## src/sv/psvs_pkg.sv

```systemverilog
// Package for the polyphonic sine voice synthesizer: sizes, command codes,
// item structs and the constant sine, fade and pitch step tables.
// No dependencies.
`default_nettype none
package psvs_pkg;

    localparam int VOICES       = 16;
    localparam int VIDX_W       = $clog2(VOICES);
    localparam int SEMITONES    = 88;
    localparam int PHASE_BITS   = 32;
    localparam int SAMPLE_RATE  = 48000;
    localparam int FADE_ENTRIES = 256;
    localparam int FADE_SECONDS = 4;
    localparam int ELAPSED_W    = 18;
    localparam int FT_W         = 12;
    localparam int CNT_W        = 5;
    localparam int SMP_W        = 24;
    localparam int MAG_W        = 23;
    localparam int ACC_W        = 60;
    localparam int NUM_W        = ACC_W + 1;
    localparam int Q23_MAX      = 8388607;

    // fade index = floor(elapsed * FADE_ENTRIES / (FADE_SECONDS * SAMPLE_RATE))
    localparam longint FADE_DEN   = FADE_SECONDS * SAMPLE_RATE;
    localparam int     FADE_SHIFT = 30;
    localparam longint FADE_MUL   =
        ((64'd1 << FADE_SHIFT) * FADE_ENTRIES + FADE_DEN - 1) / FADE_DEN;
    localparam int     FMUL_W     = $clog2(FADE_MUL + 1);
    localparam int     FPROD_W    = ELAPSED_W + FMUL_W;
    localparam int     FIDX_W     = FPROD_W - FADE_SHIFT;

    localparam logic [1:0] CMD_TICK = 2'd0;
    localparam logic [1:0] CMD_ON   = 2'd1;
    localparam logic [1:0] CMD_OFF  = 2'd2;
    localparam logic [1:0] CMD_NOP  = 2'd3;

    typedef struct packed {
        logic [1:0] cmd;
        logic [6:0] semitone;
        logic [7:0] force_req;
        logic [3:0] slot;
    } t_in;

    typedef struct packed {
        logic signed [SMP_W-1:0] sample;
        logic [3:0]              slot_used;
        logic                    rejected;
        logic [CNT_W-1:0]        active_count;
    } t_out;

    typedef struct packed {
        logic clr;
        logic mul;
        logic acc;
    } t_mac_ctl;

    typedef logic [MAG_W-1:0]      t_sine_tab [0:256];
    typedef logic [MAG_W-1:0]      t_fade_tab [0:FADE_ENTRIES-1];
    typedef logic [PHASE_BITS-1:0] t_step_tab [0:SEMITONES-1];

    localparam longint unsigned Q30_ONE     = 64'd1 << 30;
    localparam longint unsigned HALF_PI_Q30 = 64'd1686629713;
    localparam longint unsigned LN2_Q30     = 64'd744261118;

    function automatic longint unsigned q30_mul(longint unsigned a, longint unsigned b);
        return (a * b + (64'd1 << 29)) >> 30;
    endfunction

    function automatic t_sine_tab build_sine();
        t_sine_tab      t;
        longint unsigned x, x2, b, v;
        for (int i = 0; i <= 256; i++) begin
            x  = (longint'(i) * HALF_PI_Q30 + 128) >> 8;
            x2 = q30_mul(x, x);
            b  = Q30_ONE;
            b  = Q30_ONE - q30_mul(x2, b) / 110;
            b  = Q30_ONE - q30_mul(x2, b) / 72;
            b  = Q30_ONE - q30_mul(x2, b) / 42;
            b  = Q30_ONE - q30_mul(x2, b) / 20;
            b  = Q30_ONE - q30_mul(x2, b) / 6;
            v  = (q30_mul(x, b) + 64) >> 7;
            if (v > Q23_MAX) v = Q23_MAX;
            t[i] = v[MAG_W-1:0];
        end
        return t;
    endfunction

    function automatic t_fade_tab build_fade();
        t_fade_tab       t;
        longint unsigned num, u, n, r, b, v, sh;
        for (int i = 0; i < FADE_ENTRIES; i++) begin
            num = (longint'(FADE_SECONDS * FADE_SECONDS) * i * i) << 30;
            u   = (num + (FADE_ENTRIES * FADE_ENTRIES) / 2) / (FADE_ENTRIES * FADE_ENTRIES);
            n   = u / LN2_Q30;
            r   = u - n * LN2_Q30;
            b   = Q30_ONE;
            b   = Q30_ONE - q30_mul(r, b) / 10;
            b   = Q30_ONE - q30_mul(r, b) / 9;
            b   = Q30_ONE - q30_mul(r, b) / 8;
            b   = Q30_ONE - q30_mul(r, b) / 7;
            b   = Q30_ONE - q30_mul(r, b) / 6;
            b   = Q30_ONE - q30_mul(r, b) / 5;
            b   = Q30_ONE - q30_mul(r, b) / 4;
            b   = Q30_ONE - q30_mul(r, b) / 3;
            b   = Q30_ONE - q30_mul(r, b) / 2;
            b   = Q30_ONE - q30_mul(r, b) / 1;
            if (n + 7 >= 40) begin
                v = 0;
            end else begin
                sh = n + 7;
                v  = (b + (64'd1 << (sh - 1))) >> sh;
            end
            if (v > Q23_MAX) v = Q23_MAX;
            t[i] = v[MAG_W-1:0];
        end
        return t;
    endfunction

    function automatic longint unsigned semi_ratio(int k);
        case (k)
            0: return 65536;   1: return 69433;   2: return 73562;
            3: return 77936;   4: return 82570;   5: return 87480;
            6: return 92682;   7: return 98193;   8: return 104032;
            9: return 110218;  10: return 116772; default: return 123715;
        endcase
    endfunction

    function automatic t_step_tab build_step();
        t_step_tab       t;
        longint unsigned num, s;
        for (int i = 0; i < SEMITONES; i++) begin
            num  = (64'd55 * semi_ratio(i % 12)) << (i / 12 + PHASE_BITS - 17);
            s    = (num + SAMPLE_RATE / 2) / SAMPLE_RATE;
            t[i] = s[PHASE_BITS-1:0];
        end
        return t;
    endfunction

    localparam t_sine_tab SINE_TAB = build_sine();
    localparam t_fade_tab FADE_TAB = build_fade();
    localparam t_step_tab STEP_TAB = build_step();

endpackage
`default_nettype wire

```

## src/sv/psvs_mac.sv

```systemverilog
// Voice multiply-accumulate: fade times sine, then times force, summed.
// Depends on psvs_pkg.
`default_nettype none
module psvs_mac (
    input  wire logic                          i_clk,
    input  wire psvs_pkg::t_mac_ctl            i_ctl,
    input  wire logic signed [psvs_pkg::SMP_W-1:0] i_sine,
    input  wire logic [psvs_pkg::MAG_W-1:0]    i_fade,
    input  wire logic [7:0]                    i_force,
    output logic signed [psvs_pkg::ACC_W-1:0]  o_acc
);
    logic signed [2*psvs_pkg::SMP_W-1:0]      r_prod;
    logic signed [psvs_pkg::ACC_W-1:0]        r_acc;
    logic signed [2*psvs_pkg::SMP_W+8:0]      w_wprod;

    assign w_wprod = $signed({1'b0, i_force}) * r_prod;

    always_ff @(posedge i_clk) begin
        if (i_ctl.mul) begin
            r_prod <= $signed({1'b0, i_fade}) * i_sine;
        end
        if (i_ctl.clr) begin
            r_acc <= '0;
        end else if (i_ctl.acc) begin
            r_acc <= r_acc + psvs_pkg::ACC_W'(w_wprod);
        end
    end

    assign o_acc = r_acc;
endmodule
`default_nettype wire

```

## config.mk

```make
export PLATFORM = sky130hd
export DESIGN_NAME = psvs_mac
export DESIGN_NICKNAME = d
export VERILOG_FILES = /design/src/sv/psvs_pkg.sv /design/src/sv/psvs_mac.sv
export SDC_FILE = /design/constraint.sdc
export NUM_CORES = 2
export LEC_CHECK = 0
export ABC_AREA = 1
export BUFFER_PORTS_ARGS = -buffer_cell sky130_fd_sc_hd__buf_2
export CORE_MARGIN = 1
export CORE_UTILIZATION = 67
export CTS_CLUSTER_SIZE = 10
export DETAILED_ROUTE_END_ITERATION = 7
export GPL_TIMING_DRIVEN = 0
export MAX_ROUTING_LAYER = met4
export PLACE_DENSITY = 0.91
export SYNTH_ARGS = -nofsm -noshare
export SYNTH_HDL_FRONTEND = slang
export SYNTH_SLANG_ARGS = --single-unit
```

## constraint.sdc

```tcl
create_clock -name i_clk -period 14.5 [get_ports i_clk]
set_clock_uncertainty 0.15 [all_clocks]
set_input_delay 2.175 -clock i_clk [delete_from_list [all_inputs] [get_ports i_clk]]
set_output_delay 2.175 -clock i_clk [all_outputs]
set_load 0.005 [all_outputs]
```

==> impl_metrics.py <==
metrics = {
    "synth": {
        "synth_nets": 6818,
        "yosysTopAreaCell": "fa_1",
        "synthDistinctLibCells": 47,
        "synthTopCellsByArea": "fa_1, inv_1, nand2_1",
        "syn_inst": 5622,
        "synth_enable_flop_cells": 48,
        "synth.area.mux_share": 0,
        "synth_async_sr_flop_share": 0,
        "synth_top_family_by_area": "adder cells",
        "synth-seq-cells": 108,
        "synth-xor-area-share": 0.0138,
        "synth-simple-area-share": 0.207,
        "yosysSeqAreaShare": 0.0651,
        "synth_fa_ha_area_frac": 0.501,
        "synth_top_area_frac": 0.401,
        "syn-cell-area_um2": 40600,
        "syn_area_per_cell_um2": 7.22,
        "postSynth.topFlopCell": "dfxtp_1",
        "synth_compound_area_frac": 0.0267,
        "yosysWarnings": 0,
    },
    "sta": {
        "rsz0062_at_grt": "no",
        "finalSetupTns_ps": 0,
        "tightest_slew_ps": 1110,
        "setup_viol": 0,
        "slew_headroom": 0.262,
        "fmax_mhz": 109,
        "hold_violations": 0,
        "fin_crit_ps": 9140,
        "maxSlewViolCount": 0,
        "post-route-period-util": 0.630,
        "setup_slack_ps": 5360,
    },
    "floorplan": {
        "core_um2": 59500,
        "start_util": 0.682,
        "die_height_um": 248,
        "io_pins": 119,
        "die_area_um2": 61500,
        "die_w_um": 248,
        "rows": 89,
    },
    "worst_hold_path": {
        "min_path_cells": 2,
        "hp-class": "flop to flop",
        "hold_end": "o_acc[2]",
        "worstHoldStart": "o_acc[2]",
    },
    "clock_network": {
        "clk_path_buf_depth": 2,
        "cts_hold_buf": 0,
        "clock_sinks": 108,
        "cts_tree": "built",
        "post_cts_buffers": 0,
        "cts.reportedPaths.clkPinSlew_ps": 100,
        "h-tree-depth": 3,
        "cts_resized": 0,
        "cts_buffers": 9,
        "cts_root_buffer": "clkbuf_16",
        "worstSkewPairLatency_ps": 400,
    },
    "drt": {
        "first_iter_violations": 3105,
        "drt-pass1-iter-count": 8,
        "drc": 0,
        "wl_per_cell_um": 20.6,
        "drt.antenna.violating_nets": 0,
        "wirelength_mm": 135,
        "viasPerCell": 5.46,
        "vias": 35600,
    },
    "final_layout": {
        "design_area_um2": 42400,
        "num-nets-final": 6937,
        "fillers": 5034,
        "area_growth_pct": 4.42,
        "finalNonFillerCells": 6520,
        "drive_gt1_frac": 0.0437,
    },
    "grt": {
        "antenna_found_initial": 1,
        "grt_remaining_overflow": 0,
        "grt_pass1_vias": 36100,
        "grt_usage": 0.464,
        "grt_max_degree": 49,
        "grt_pass1_wl_mm": 203,
    },
    "worst_setup_path": {
        "reg2reg_from": "r_prod[47]",
        "end_kind": "flop",
        "worstPathArrival_ps": 9100,
        "crit_required_ps": 14460,
        "r2r-end": "o_acc[55]",
        "ff2ff_path_depth": 22,
        "startpoint_type": "input pin",
        "r2r_setup_slack_ps": 8660,
        "crit_type": "input pin to flop",
        "worstPathMaxFanout": 10,
    },
    "place": {
        "gp_congestion": 1.14,
        "dp_hpwl_mm": 115,
        "port_buffers": 108,
        "dpl_worst_slack_ps": 5140,
        "place_area_um2": 42100,
        "dpl.cell_count": 6503,
    },
    "flow_run": {
        "cap_violations": 0,
    },
    "status": {
        "status": "finished, final reports clean",
    },
}
[cells in the mapped netlist, types with 2 or more instances]
cell      count
clkbuf_1    139
a21boi_0      2
nand2_2      15
and3_1        2
o21ai_0      62
inv_2         6
edfxtp_1     48
buf_1        10
buf_4         2
and2_1        5
o21a_1        9
nor4_1        2
nand2_1    1608
buf_2         2
nand4_1      20
ha_1        325
nand3_2       7
nor3_2        5
fa_1        812
o21bai_1      3
clkbuf_2     47
nor2_1      308
xor2_1       50
nor3_1       24
nand3b_1      3
inv_1      1782
o21bai_2      2
or2_2        16
a21oi_2       3
dfxtp_1      60
nor2_2       19
xnor2_1      14
o311ai_0      2
o21ai_1      15
a21o_1        2
nand3_1      87
a21oi_1      94
[metrics by stage]
stage	util	hold slack, ps
after floorplan	-	323
after global placement	0.708	323
after detailed placement	0.708	329
after CTS	0.712	342
after global routing	0.713	367
final	0.713	344
[state kept, by name, indices dropped and copies added, names as in the netlist]
name    flops
o_acc      60
r_prod     48
[layer usage]
| layer | global-route usage | up-vias | part of all wire | wire length (um) |
|---|---|---|---|---|
| met1 | 0.510 | 16900 | 0.33 | 45000 |
| met5 | - | - | 0 | 0 |
| li1 | - | 16000 | - | - |
| met4 | 0.383 | 0 | 0.10 | 14000 |
| met2 | 0.741 | 2117 | 0.46 | 62000 |
| met3 | 0.0824 | 619 | 0.10 | 13600 |
[final cells by class]
cell class	instances	area (um^2)	share of cell area
diodes	1	2.50	0.0000591
plain buffers	202	842	0.0199
clock buffers	11	243	0.00573
clock inverters	5	42.5	0.00100
inverters	1788	6710	0.158
multi-input cells	3524	30400	0.717
flip-flops and latches	108	2640	0.0624
well taps	773	967	0.0228
repair buffers	108	541	0.0128
[layout by cell type (no fill, tap or decap), drive strengths merged, types with 48 or more instances in the layout]
cell    synthesis  final
fa            812    812
ha            325    325
o21ai          78     78
edfxtp         48     48
nor2          327    327
dfxtp          60     60
nand2        1623   1623
a21oi          97     97
inv          1788   1791
buf            14    122
xor2           50     50
nand3          94     94
clkbuf        187    198
[worst max-delay path, stage by stage]
cell and delay, ps:
buf_2 210, clkbuf_1 840, nand2_1 100, inv_1 120, fa_1 410, inv_1 100
fa_1 420, fa_1 530, fa_1 560, inv_1 70, fa_1 500, fa_1 490
inv_1 50, fa_1 650, inv_1 80, ha_1 390, a21oi_1 380, o21ai_0 250
a21oi_1 270, o21ai_0 140, a21oi_1 230, xnor2_1 140
[kinds of logic after synthesis]
logic type	after synthesis
xor+xnor	64
simple gates	2124
fa+ha+maj	1137
flops	108
compound gates	199
buf+inv	1990
[worst max path at each step]
stage	slack [ps]	to	cells past startpoint	startpoint
2_1_floorplan	6670	r_prod[40]	25	i_sine[0]
3_3_place_gp	5080	r_prod[24]	24	i_sine[9]
3_5_place_dp	5140	r_prod[29]	20	i_fade[15]
4_1_cts	5530	r_prod[29]	20	i_fade[15]
5_1_grt	5190	r_prod[24]	24	i_sine[9]
6_report	5360	r_prod[29]	22	i_fade[17]
Power is not shown: default switching activity piles up to over one toggle a cycle in this logic, so the estimate is an artifact.
