$ cat config.mk
export PLATFORM = sky130hd
export DESIGN_NAME = psvs_div
export DESIGN_NICKNAME = d
export VERILOG_FILES = /design/src/sv/psvs_pkg.sv /design/src/sv/psvs_div.sv
export SDC_FILE = /design/constraint.sdc
export NUM_CORES = 1
export LEC_CHECK = 0
export BUFFER_PORTS_ARGS = -buffer_cell sky130_fd_sc_hd__buf_2
export CAP_MARGIN = 10
export CORE_MARGIN = 2
export CORE_UTILIZATION = 40
export DETAILED_ROUTE_END_ITERATION = 8
export GPL_TIMING_DRIVEN = 0
export PLACE_DENSITY = 0.69
export SYNTH_ARGS = -nofsm -noshare
export SYNTH_HDL_FRONTEND = slang
export SYNTH_SLANG_ARGS = --single-unit
$ cat constraint.sdc
create_clock -name i_clk -period 9.7 [get_ports i_clk]
set_input_delay 1.455 -clock i_clk [delete_from_list [all_inputs] [get_ports i_clk]]
set_output_delay 1.455 -clock i_clk [all_outputs]
set_load 0.01 [all_outputs]
$ cat src/sv/psvs_pkg.sv
// Package for the polyphonic sine voice synthesizer: sizes, command codes,
// item structs and the constant sine, fade and pitch step tables.
// No dependencies.
`default_nettype none
package psvs_pkg;

    localparam int VOICES       = 16;
    localparam int VIDX_W       = $clog2(VOICES);
    localparam int SEMITONES    = 88;
    localparam int PHASE_BITS   = 32;
    localparam int SAMPLE_RATE  = 48000;
    localparam int FADE_ENTRIES = 256;
    localparam int FADE_SECONDS = 4;
    localparam int ELAPSED_W    = 18;
    localparam int FT_W         = 12;
    localparam int CNT_W        = 5;
    localparam int SMP_W        = 24;
    localparam int MAG_W        = 23;
    localparam int ACC_W        = 60;
    localparam int NUM_W        = ACC_W + 1;
    localparam int Q23_MAX      = 8388607;

    // fade index = floor(elapsed * FADE_ENTRIES / (FADE_SECONDS * SAMPLE_RATE))
    localparam longint FADE_DEN   = FADE_SECONDS * SAMPLE_RATE;
    localparam int     FADE_SHIFT = 30;
    localparam longint FADE_MUL   =
        ((64'd1 << FADE_SHIFT) * FADE_ENTRIES + FADE_DEN - 1) / FADE_DEN;
    localparam int     FMUL_W     = $clog2(FADE_MUL + 1);
    localparam int     FPROD_W    = ELAPSED_W + FMUL_W;
    localparam int     FIDX_W     = FPROD_W - FADE_SHIFT;

    localparam logic [1:0] CMD_TICK = 2'd0;
    localparam logic [1:0] CMD_ON   = 2'd1;
    localparam logic [1:0] CMD_OFF  = 2'd2;
    localparam logic [1:0] CMD_NOP  = 2'd3;

    typedef struct packed {
        logic [1:0] cmd;
        logic [6:0] semitone;
        logic [7:0] force_req;
        logic [3:0] slot;
    } t_in;

    typedef struct packed {
        logic signed [SMP_W-1:0] sample;
        logic [3:0]              slot_used;
        logic                    rejected;
        logic [CNT_W-1:0]        active_count;
    } t_out;

    typedef struct packed {
        logic clr;
        logic mul;
        logic acc;
    } t_mac_ctl;

    typedef logic [MAG_W-1:0]      t_sine_tab [0:256];
    typedef logic [MAG_W-1:0]      t_fade_tab [0:FADE_ENTRIES-1];
    typedef logic [PHASE_BITS-1:0] t_step_tab [0:SEMITONES-1];

    localparam longint unsigned Q30_ONE     = 64'd1 << 30;
    localparam longint unsigned HALF_PI_Q30 = 64'd1686629713;
    localparam longint unsigned LN2_Q30     = 64'd744261118;

    function automatic longint unsigned q30_mul(longint unsigned a, longint unsigned b);
        return (a * b + (64'd1 << 29)) >> 30;
    endfunction

    function automatic t_sine_tab build_sine();
        t_sine_tab      t;
        longint unsigned x, x2, b, v;
        for (int i = 0; i <= 256; i++) begin
            x  = (longint'(i) * HALF_PI_Q30 + 128) >> 8;
            x2 = q30_mul(x, x);
            b  = Q30_ONE;
            b  = Q30_ONE - q30_mul(x2, b) / 110;
            b  = Q30_ONE - q30_mul(x2, b) / 72;
            b  = Q30_ONE - q30_mul(x2, b) / 42;
            b  = Q30_ONE - q30_mul(x2, b) / 20;
            b  = Q30_ONE - q30_mul(x2, b) / 6;
            v  = (q30_mul(x, b) + 64) >> 7;
            if (v > Q23_MAX) v = Q23_MAX;
            t[i] = v[MAG_W-1:0];
        end
        return t;
    endfunction

    function automatic t_fade_tab build_fade();
        t_fade_tab       t;
        longint unsigned num, u, n, r, b, v, sh;
        for (int i = 0; i < FADE_ENTRIES; i++) begin
            num = (longint'(FADE_SECONDS * FADE_SECONDS) * i * i) << 30;
            u   = (num + (FADE_ENTRIES * FADE_ENTRIES) / 2) / (FADE_ENTRIES * FADE_ENTRIES);
            n   = u / LN2_Q30;
            r   = u - n * LN2_Q30;
            b   = Q30_ONE;
            b   = Q30_ONE - q30_mul(r, b) / 10;
            b   = Q30_ONE - q30_mul(r, b) / 9;
            b   = Q30_ONE - q30_mul(r, b) / 8;
            b   = Q30_ONE - q30_mul(r, b) / 7;
            b   = Q30_ONE - q30_mul(r, b) / 6;
            b   = Q30_ONE - q30_mul(r, b) / 5;
            b   = Q30_ONE - q30_mul(r, b) / 4;
            b   = Q30_ONE - q30_mul(r, b) / 3;
            b   = Q30_ONE - q30_mul(r, b) / 2;
            b   = Q30_ONE - q30_mul(r, b) / 1;
            if (n + 7 >= 40) begin
                v = 0;
            end else begin
                sh = n + 7;
                v  = (b + (64'd1 << (sh - 1))) >> sh;
            end
            if (v > Q23_MAX) v = Q23_MAX;
            t[i] = v[MAG_W-1:0];
        end
        return t;
    endfunction

    function automatic longint unsigned semi_ratio(int k);
        case (k)
            0: return 65536;   1: return 69433;   2: return 73562;
            3: return 77936;   4: return 82570;   5: return 87480;
            6: return 92682;   7: return 98193;   8: return 104032;
            9: return 110218;  10: return 116772; default: return 123715;
        endcase
    endfunction

    function automatic t_step_tab build_step();
        t_step_tab       t;
        longint unsigned num, s;
        for (int i = 0; i < SEMITONES; i++) begin
            num  = (64'd55 * semi_ratio(i % 12)) << (i / 12 + PHASE_BITS - 17);
            s    = (num + SAMPLE_RATE / 2) / SAMPLE_RATE;
            t[i] = s[PHASE_BITS-1:0];
        end
        return t;
    endfunction

    localparam t_sine_tab SINE_TAB = build_sine();
    localparam t_fade_tab FADE_TAB = build_fade();
    localparam t_step_tab STEP_TAB = build_step();

endpackage
`default_nettype wire

$ cat src/sv/psvs_div.sv
// Restoring divider, one quotient bit per cycle, saturated to Q1.23 magnitude.
// Depends on psvs_pkg.
`default_nettype none
module psvs_div (
    input  wire logic                          i_clk,
    input  wire logic                          i_rst_n,
    input  wire logic                          i_start,
    input  wire logic [psvs_pkg::NUM_W-1:0]    i_num,
    input  wire logic [psvs_pkg::FT_W-1:0]     i_ft,
    output logic                               o_done,
    output logic [psvs_pkg::MAG_W-1:0]         o_quot
);
    localparam int DV_W = psvs_pkg::FT_W + 2 * psvs_pkg::MAG_W;
    localparam int Q_W  = psvs_pkg::MAG_W + 1;

    logic [psvs_pkg::NUM_W-1:0] r_rem;
    logic [DV_W-1:0]            r_dv;
    logic [Q_W-1:0]             r_q;
    logic [$clog2(Q_W)-1:0]     r_cnt;
    logic                       r_busy;
    logic                       r_done;
    logic [psvs_pkg::NUM_W-1:0] w_dv;

    assign w_dv = psvs_pkg::NUM_W'(r_dv);

    always_ff @(posedge i_clk) begin
        if (!i_rst_n) begin
            r_busy <= 1'b0;
            r_done <= 1'b0;
        end else begin
            r_done <= 1'b0;
            if (i_start) begin
                r_busy <= 1'b1;
                r_cnt  <= ($clog2(Q_W))'(Q_W - 1);
                r_rem  <= i_num;
                r_dv   <= {i_ft, {(2 * psvs_pkg::MAG_W){1'b0}}};
                r_q    <= '0;
            end else if (r_busy) begin
                if (r_rem >= w_dv) begin
                    r_rem <= r_rem - w_dv;
                    r_q   <= {r_q[Q_W-2:0], 1'b1};
                end else begin
                    r_q   <= {r_q[Q_W-2:0], 1'b0};
                end
                r_dv <= r_dv >> 1;
                if (r_cnt == '0) begin
                    r_busy <= 1'b0;
                    r_done <= 1'b1;
                end else begin
                    r_cnt <= r_cnt - 1'b1;
                end
            end
        end
    end

    assign o_done = r_done;
    assign o_quot = (r_q > Q_W'(psvs_pkg::Q23_MAX)) ? psvs_pkg::MAG_W'(psvs_pkg::Q23_MAX)
                                                     : r_q[psvs_pkg::MAG_W-1:0];

    assert property (@(posedge i_clk) disable iff (!i_rst_n) o_done |-> !r_busy)
        else $error("divider done while busy");
    assert property (@(posedge i_clk) disable iff (!i_rst_n) i_start |=> r_busy)
        else $error("divider did not start");
    assert property (@(posedge i_clk) disable iff (!i_rst_n) r_done |=> !r_done)
        else $error("divider done longer than one cycle");
endmodule
`default_nettype wire

==> qor.txt, run 1 <==
Status -> completed
Count of cells resized by post-cts repair -> 0
First-pass GRT wire length -> 40700 um
Fmax -> 220 MHz
Die width -> 160 um
Mean post-synth cell area -> 9.35 um^2
Commonest non-fill, non-tap cell in the layout -> edfxtp_1
VDD IR max -> 0.000104 V
Reg power frac -> 0.397
Cell Count, Final, Fillers Out -> 1490
Layout Nets -> 1295
Htree depth -> 4
Layout fillers -> 2231
FF-to-FF End -> r_rem[37]
Mapped Cells -> 1038
Clk_skew -> 0.0116 ns
Initial DRC Count -> 639
Wire per inst -> 16.8 um
Maximum Capacitance Violations -> 0
Syn Nets -> 1175
Drt drc -> 0
Mapped cell area -> 9700 um^2
Max Transition Viols Final -> 0
RSZ-0062 raised after global routing -> no
Arr. time, crit path -> 4.69 ns
Power, Total -> 2.02 mW
Crit. End Element -> flip-flop
Placer Congestion -> 0.911
CTS clk-pin slew, worst paths -> 0.08 ns
Tightest Pin Transition -> 0.980 ns
Final TNS setup -> 0 ns
Sequential Area -> 4480 um^2
CTS sink count -> 150
CTS tree -> yes
Crit. Startpoint -> i_start
Worst setup path class -> in -> reg
PortBufs -> 98
Finish-stage setup viols -> 0
RR Startpoint -> r_rem[12]
Final Hold Viols -> 0
Min Tclk post-route -> 4.55 ns
Post-Route WL -> 25000 um
Initial antenna violation count -> 0
Met3 Use GR -> 0.0390
Number of global-route vias before repair -> 7995
Core Util, Final -> 0.478
Vias per inst -> 5.39
Power share of the clock group -> 0.337
Most frequent cells in the layout -> edfxtp_1 (148), nand2_1 (122), buf_2 (104), o21ai_0 (100), nor2_1 (96)
Core area -> 23600 um^2
Dpl cells -> 1458
Hold buffers post-CTS -> 0
GR Util met2 -> 0.337
Number of synthesized flops with an enable pin -> 148
P per Cell Area -> 179 nW/um^2
Combinational power share -> 0.266
Maximum number of pins on one net before global-route repair -> 47
R2r worst-path depth -> 13
Critical Path Source Type -> input pin
Yosys reg bits -> 150
Total GRT Usage -> 0.200
Multi-input gate area -> 4760 um^2
P_leak -> 4.54 nW
Cell variety after synth -> 66
Starting Density -> 0.411
Fraction of layout cells with a size suffix above 1 -> 0.157
Slew HR -> 0.347
Hold crit path type -> reg -> reg
Post-route ant nets -> 0
Post-DP HPWL -> 18700 um
Grt peak-use layer -> met2
Worst setup path endpoint -> r_rem[37]
Data required, critical path -> 9.84 ns
Drt pass-1 iters -> 7
CTS Buffer Depth -> 2
Antenna Cells -> 0
R2R setup slack -> 5.60 ns
Met1 GRT Util -> 0.266
Row count -> 56
Worst-Skew Late Latency -> 0.44 ns
Post-synth ARST share -> 0
Top FF cell, synth -> edfxtp_1
Die height -> 160 um
CP Max Fanout -> 46
Clk root buf -> clkbuf_16
Postcts setup bufs -> 0
Net switching power -> 0.680 mW
Die area -> 25500 um^2
Hold WS -> 0.506 ns
Fin crit share -> 0.469
Via Count -> 8037
I/O pin count -> 100
Area Overhead vs Synth -> 16.3%
Ys Warns -> 0
Register area share after synthesis -> 0.462
Sw Share -> 0.337
Internal -> 1.34 mW
GR Overflow Total -> 0
Num CTS Buffers -> 17
## routing by layer
layer,up-vias,share of wire
li1,3946,-
met1,3837,0.46
met2,219,0.47
met3,35,0.053
met4,0,0.017
met5,-,0
## registers in the layout (all words and copies together) (netlist names)
name    cells
r_dv       58
o_done      1
r_q        24
r_rem      61
r_cnt       5
r_busy      1
## critical path, cell delays in order
cell	delay, ns
clkbuf_1	0.34
clkbuf_1	0.78
o21a_4	0.63
buf_16	0.32
o31ai_1	0.16
a21oi_4	0.47
buf_12	0.27
buf_12	0.22
## per-stage QoR
| stage | cell area (um^2) | worst slack (ns) |
|---|---|---|
| 6_report | 11300 | 5.15 |
| 5_1_grt | 11300 | 4.89 |
| 4_1_cts | 11300 | 5.05 |
| 3_5_place_dp | 10700 | 4.58 |
| 3_3_place_gp | 10600 | -1.47 |
| 2_1_floorplan | 9700 | 1.96 |
## cells by family (layout without fill, tap and decap cells)
group / Yosys count / in the layout / synth area share
buf+inv: 124 / 257 / 0.0493
compound gates: 290 / 290 / 0.186
simple gates: 358 / 358 / 0.173
flops: 150 / 150 / 0.462
xor+xnor: 52 / 52 / 0.0469
fa+ha+maj: 61 / 61 / 0.0794
mux: 3 / 3 / 0.00348
## cell type report
type / count / share of cell area
flip-flops and latches: 150 / 0.397
clock buffers: 17 / 0.0377
plain buffers: 50 / 0.0177
clock inverters: 15 / 0.0159
inverters: 74 / 0.0246
multi-input cells: 764 / 0.422
well taps: 319 / 0.0354
repair buffers: 101 / 0.0495
## cells in the mapped netlist (3+ instances only)
cell	number	area, um^2
inv_1	74	278
nand4_1	22	138
o21ai_1	8	40.0
o31ai_1	6	45.0
nor2b_1	30	188
nand2b_1	10	62.6
or3_1	4	25.0
xnor2_1	28	245
buf_2	6	30.0
nand2_1	122	458
buf_1	3	11.3
o21a_1	5	37.5
nor3_1	13	65.1
o211ai_1	7	52.6
ha_1	60	751
a211oi_1	10	75.1
mux2_2	3	33.8
a31oi_1	9	56.3
nand3_1	11	55.1
or2_2	28	175
edfxtp_1	148	4440
o21ai_0	100	500
and2_1	4	25.0
clkbuf_1	39	146
a21oi_1	79	395
xor2_1	24	210
a21o_1	26	195
and3_1	9	56.3
o21bai_1	9	67.6
nor2_1	96	360
## how the worst min path moves through the flow
stage	slack [ns]	startpoint	cells after the start	to
finish	0.51	r_busy	1	o_done
global route	0.52	r_busy	1	o_done
CTS	0.50	r_busy	1	o_done
detailed placement	0.49	r_busy	1	o_done
global placement	0.47	r_busy	1	o_done
floorplan	0.45	r_busy	1	o_done
## power by group through the flow
stage | clock (mW) | combinational, mW | sequential [mW]
5_1_grt | 0.712 | 0.598 | 0.805
2_1_floorplan | 0 | 0.389 | 0.811
6_report | 0.680 | 0.536 | 0.800
3_3_place_gp | 0 | 0.512 | 0.818
4_1_cts | 0.686 | 0.533 | 0.800
3_5_place_dp | 0 | 0.527 | 0.814
(Power assumes the default switching activity.)
==> inputs of run 2 (changes only) <==
ABC_AREA = 1   (was default)
PLACE_DENSITY = 0.68   (was 0.69)
clock period = 4.4 ns   (was 9.7 ns; I/O delays follow)
==> run 2 against run 1 <==
Sequential cell count unchanged. Clock skew is 0.0012 ns lower. Die area up 20%. Combinational power increased to 2.6 times the previous value. Routed wire length is 40% higher. Synthesized cell count rose by 69%. Via count grew 34%. First-iteration DRC count up 41%. Critical path depth increased by 4. Worst setup slack worse by 4.2 ns. Clock power rose by 110%.
==> qor.txt, run 2 <==
R2R setup slack -> 0.92 ns (-4.68 ns)
Area Overhead vs Synth -> 13.6%
GR Overflow Total -> 0 (unchanged)
Commonest non-fill, non-tap cell in the layout -> nand2_1
Dominant cell type by area after synthesis -> edfxtp_1
Layout Nets -> 2012 (+55%)
Max Transition Viols Final -> 0 (unchanged)
Initial DRC Count -> 900 (+41%)
Wire per inst -> 15.4 um (-8.0%)
Post-DP HPWL -> 28600 um (+53%)
Die area -> 30700 um^2 (+20%)
Final Cell Area -> 13300 um^2 (+18%)
PortBufs -> 99 (+1.0%)
Data required, critical path -> 4.54 ns (-5.30 ns)
CP Max Fanout -> 32 (-30%)
Drt pass-1 iters -> 7 (unchanged)
Post-Route WL -> 35000 um (+40%)
Placer Congestion -> 0.980 (+7.6%)
Top FF cell, synth -> edfxtp_1
Syn Nets -> 1892 (+61%)
FF-to-FF End -> r_rem[17]
Layout fillers -> 3035 (+36%)
Placement Cell Area -> 12800 um^2 (+20%)
Dpl cells -> 2240 (+54%)
Cell variety after synth -> 35 (-47%)
Fraction of layout cells with a size suffix above 1 -> 0.108 (-0.0491)
Core area -> 28800 um^2 (+22%)
CTS sink count -> 150 (unchanged)
Number of global-route vias before repair -> 10400 (+30%)
Core Util, Final -> 0.463 (-0.0148)
Mapped Cells -> 1755 (+69%)
Largest regs -> r_rem x61, r_dv x58, r_q x24
Crit. Startpoint -> r_rem[30]
Register name with the most flops -> r_rem
Most frequent cells in the layout -> nand2_1 (662), inv_1 (380), nor2_1 (173), edfxtp_1 (148), buf_2 (100)
P per Cell Area -> 346 nW/um^2 (+93%)
RSZ-0062 raised after global routing -> no
Crit. End Element -> flip-flop
Starting Density -> 0.407 (-0.00339)
Slew HR -> 0.304 (-0.0427)
Row count -> 62 (+11%)
Yosys reg bits -> 150 (unchanged)
Multi-input gate area -> 5700 um^2 (+20%)
Tightest Pin Transition -> 1.04 ns (+0.0641 ns)
Die height -> 175 um (+9.7%)
Die width -> 175 um (+9.7%)
Via Count -> 10800 (+34%)
Count of cells resized by post-cts repair -> 0 (unchanged)
Maximum number of pins on one net before global-route repair -> 54 (+15%)
Cell Count, Final, Fillers Out -> 2272 (+52%)
Arr. time, crit path -> 3.62 ns (-1.07 ns)
Drt drc -> 0 (unchanged)
CTS clk-pin slew, worst paths -> 0.07 ns (about the same)
Min Tclk post-route -> 3.48 ns
Worst-Skew Late Latency -> 0.45 ns (about the same)
Maximum Capacitance Violations -> 0 (unchanged)
Num CTS Buffers -> 17 (unchanged)
Post-synth ARST share -> 0 (unchanged)
P_leak -> 7.05 nW (+55%)
Finish-stage setup viols -> 0 (unchanged)
Sequential Area -> 4480 um^2 (unchanged)
Share of the synthesized area in the top cell type -> 0.379 (-0.0791)
Mean post-synth cell area -> 6.68 um^2 (-29%)
Final Hold Viols -> 0 (unchanged)
Fmax -> 287 MHz
Hold crit path type -> reg -> reg
VDD IR max -> 0.000195 V (+88%)
Fin crit share -> 0.791
Max FFs per register -> 61 (unchanged)
First-pass GRT wire length -> 54800 um (+35%)
Total GRT Usage -> 0.232 (+0.0327)
Post-route ant nets -> 0 (unchanged)
I/O pin count -> 100 (unchanged)
Worst setup path endpoint -> r_rem[17]
Hold buffers post-CTS -> 0 (unchanged)
Clk_skew -> 0.0104 ns (-0.00120 ns)
Status -> completed
Final TNS setup -> 0 ns (unchanged)
CTS Buffer Depth -> 2 (unchanged)
Top cells by count, synth -> nand2_1 (662), inv_1 (381), nor2_1 (174), edfxtp_1 (148), nand3_1 (83)
CTS tree -> yes
Top-count cell post-synth -> nand2_1
Register area share after synthesis -> 0.382 (-0.0798)
Postcts setup bufs -> 0 (unchanged)
Mapped cell area -> 11700 um^2 (+21%)
Htree depth -> 4 (unchanged)
Initial antenna violation count -> 0 (unchanged)
RR Startpoint -> r_rem[30]
Area contributors post-synth -> edfxtp_1 (38%), nand2_1 (21%), inv_1 (12%), ha_1 (6.4%), nor2_1 (5.6%)
R2r worst-path depth -> 12 (-1)
Worst setup path class -> reg -> reg
Number of synthesized flops with an enable pin -> 148 (unchanged)
Ys Warns -> 0 (unchanged)
Power, Total -> 4.61 mW (+130%)
Antenna Cells -> 0 (unchanged)
Critical Path Source Type -> flip-flop
Clk root buf -> clkbuf_16
Vias per inst -> 4.74 (-12%)
==> run 2: changes by cell type in the layout (fill, tap and decap cells not counted), sizes merged, moves of 17 or more <==
cell / previous run / this run
a21oi: 80 / 48
xor2: 24 / 1
a21o: 26 / 0
nor2b: 30 / 0
or2: 29 / 8
nor2: 96 / 195
inv: 82 / 387
nand3: 11 / 88
o21ai: 108 / 40
nand2: 122 / 685
clkbuf: 57 / 40
==> run 2: routing by layer <==
metal	part of all wire	vias to the layer above	global-route usage	routed length, um
li1	-	5588	-	-
met1	0.50	4917	0.333	17400
met2	0.44	232	0.365	15300
met3	0.044	40	0.0298	1550
met4	0.022	0	0.0705	771
met5	0	-	0	0
==> run 2: worst max-delay path, stage by stage, from the launching register on <==
cell and delay [ns]:
edfxtp_1 0.37, ha_1 0.40, nand2_1 0.12, nor2_1 0.23, inv_1 0.13, nor2_4 0.14, nand2_1 0.09, nor3_1 0.19
nand3_1 0.17, nand3_2 0.16, nor2_1 0.08, nor2_4 0.74, buf_12 0.30
==> run 2: how the worst min path moves through the flow <==
stage,endpoint,cells past startpoint,startpoint
finish,o_done,2,r_busy
detailed placement,o_done,2,r_busy
global route,o_done,3,i_rst_n
floorplan,o_done,2,r_busy
global placement,o_done,2,r_busy
CTS,o_done,3,i_rst_n
==> run 2: per-stage QoR <==
| step | hold slack [ns] | setup slack (ns) |
|---|---|---|
| 6_report | 0.441 | 0.920 |
| 5_1_grt | 0.478 | 0.674 |
| 4_1_cts | 0.439 | 0.920 |
| 3_5_place_dp | 0.426 | 0.678 |
| 3_3_place_gp | 0.422 | -0.621 |
| 2_1_floorplan | 0.411 | 0.865 |
==> run 2: layout make-up <==
class | count | area share
clock inverter | 14 | 0.0100
clock buffer | 18 | 0.0322
timing repair buffer | 101 | 0.0408
tap | 384 | 0.0361
inverter | 387 | 0.109
multi-input combinational | 1192 | 0.427
sequential | 150 | 0.337
buffer | 26 | 0.00770
==> run 2: kinds of logic (layout without fill, tap and decap cells) <==
| kind of cell | Yosys count | after routing | share of synthesized area |
|---|---|---|---|
| buf+inv | 413 | 546 | 0.133 |
| flops | 150 | 150 | 0.382 |
| compound gates | 95 | 95 | 0.0427 |
| simple gates | 1016 | 1016 | 0.362 |
| fa+ha+maj | 61 | 61 | 0.0657 |
| xor+xnor | 20 | 20 | 0.0149 |
==> run 2: where the power goes <==
part | total [mW] | internal, mW | switching (mW)
registers | 1.75 | 1.71 | 0.0330
logic | 1.40 | 0.445 | 0.955
clock network | 1.46 | 0.827 | 0.631
total | 4.61 | 2.99 | 1.62
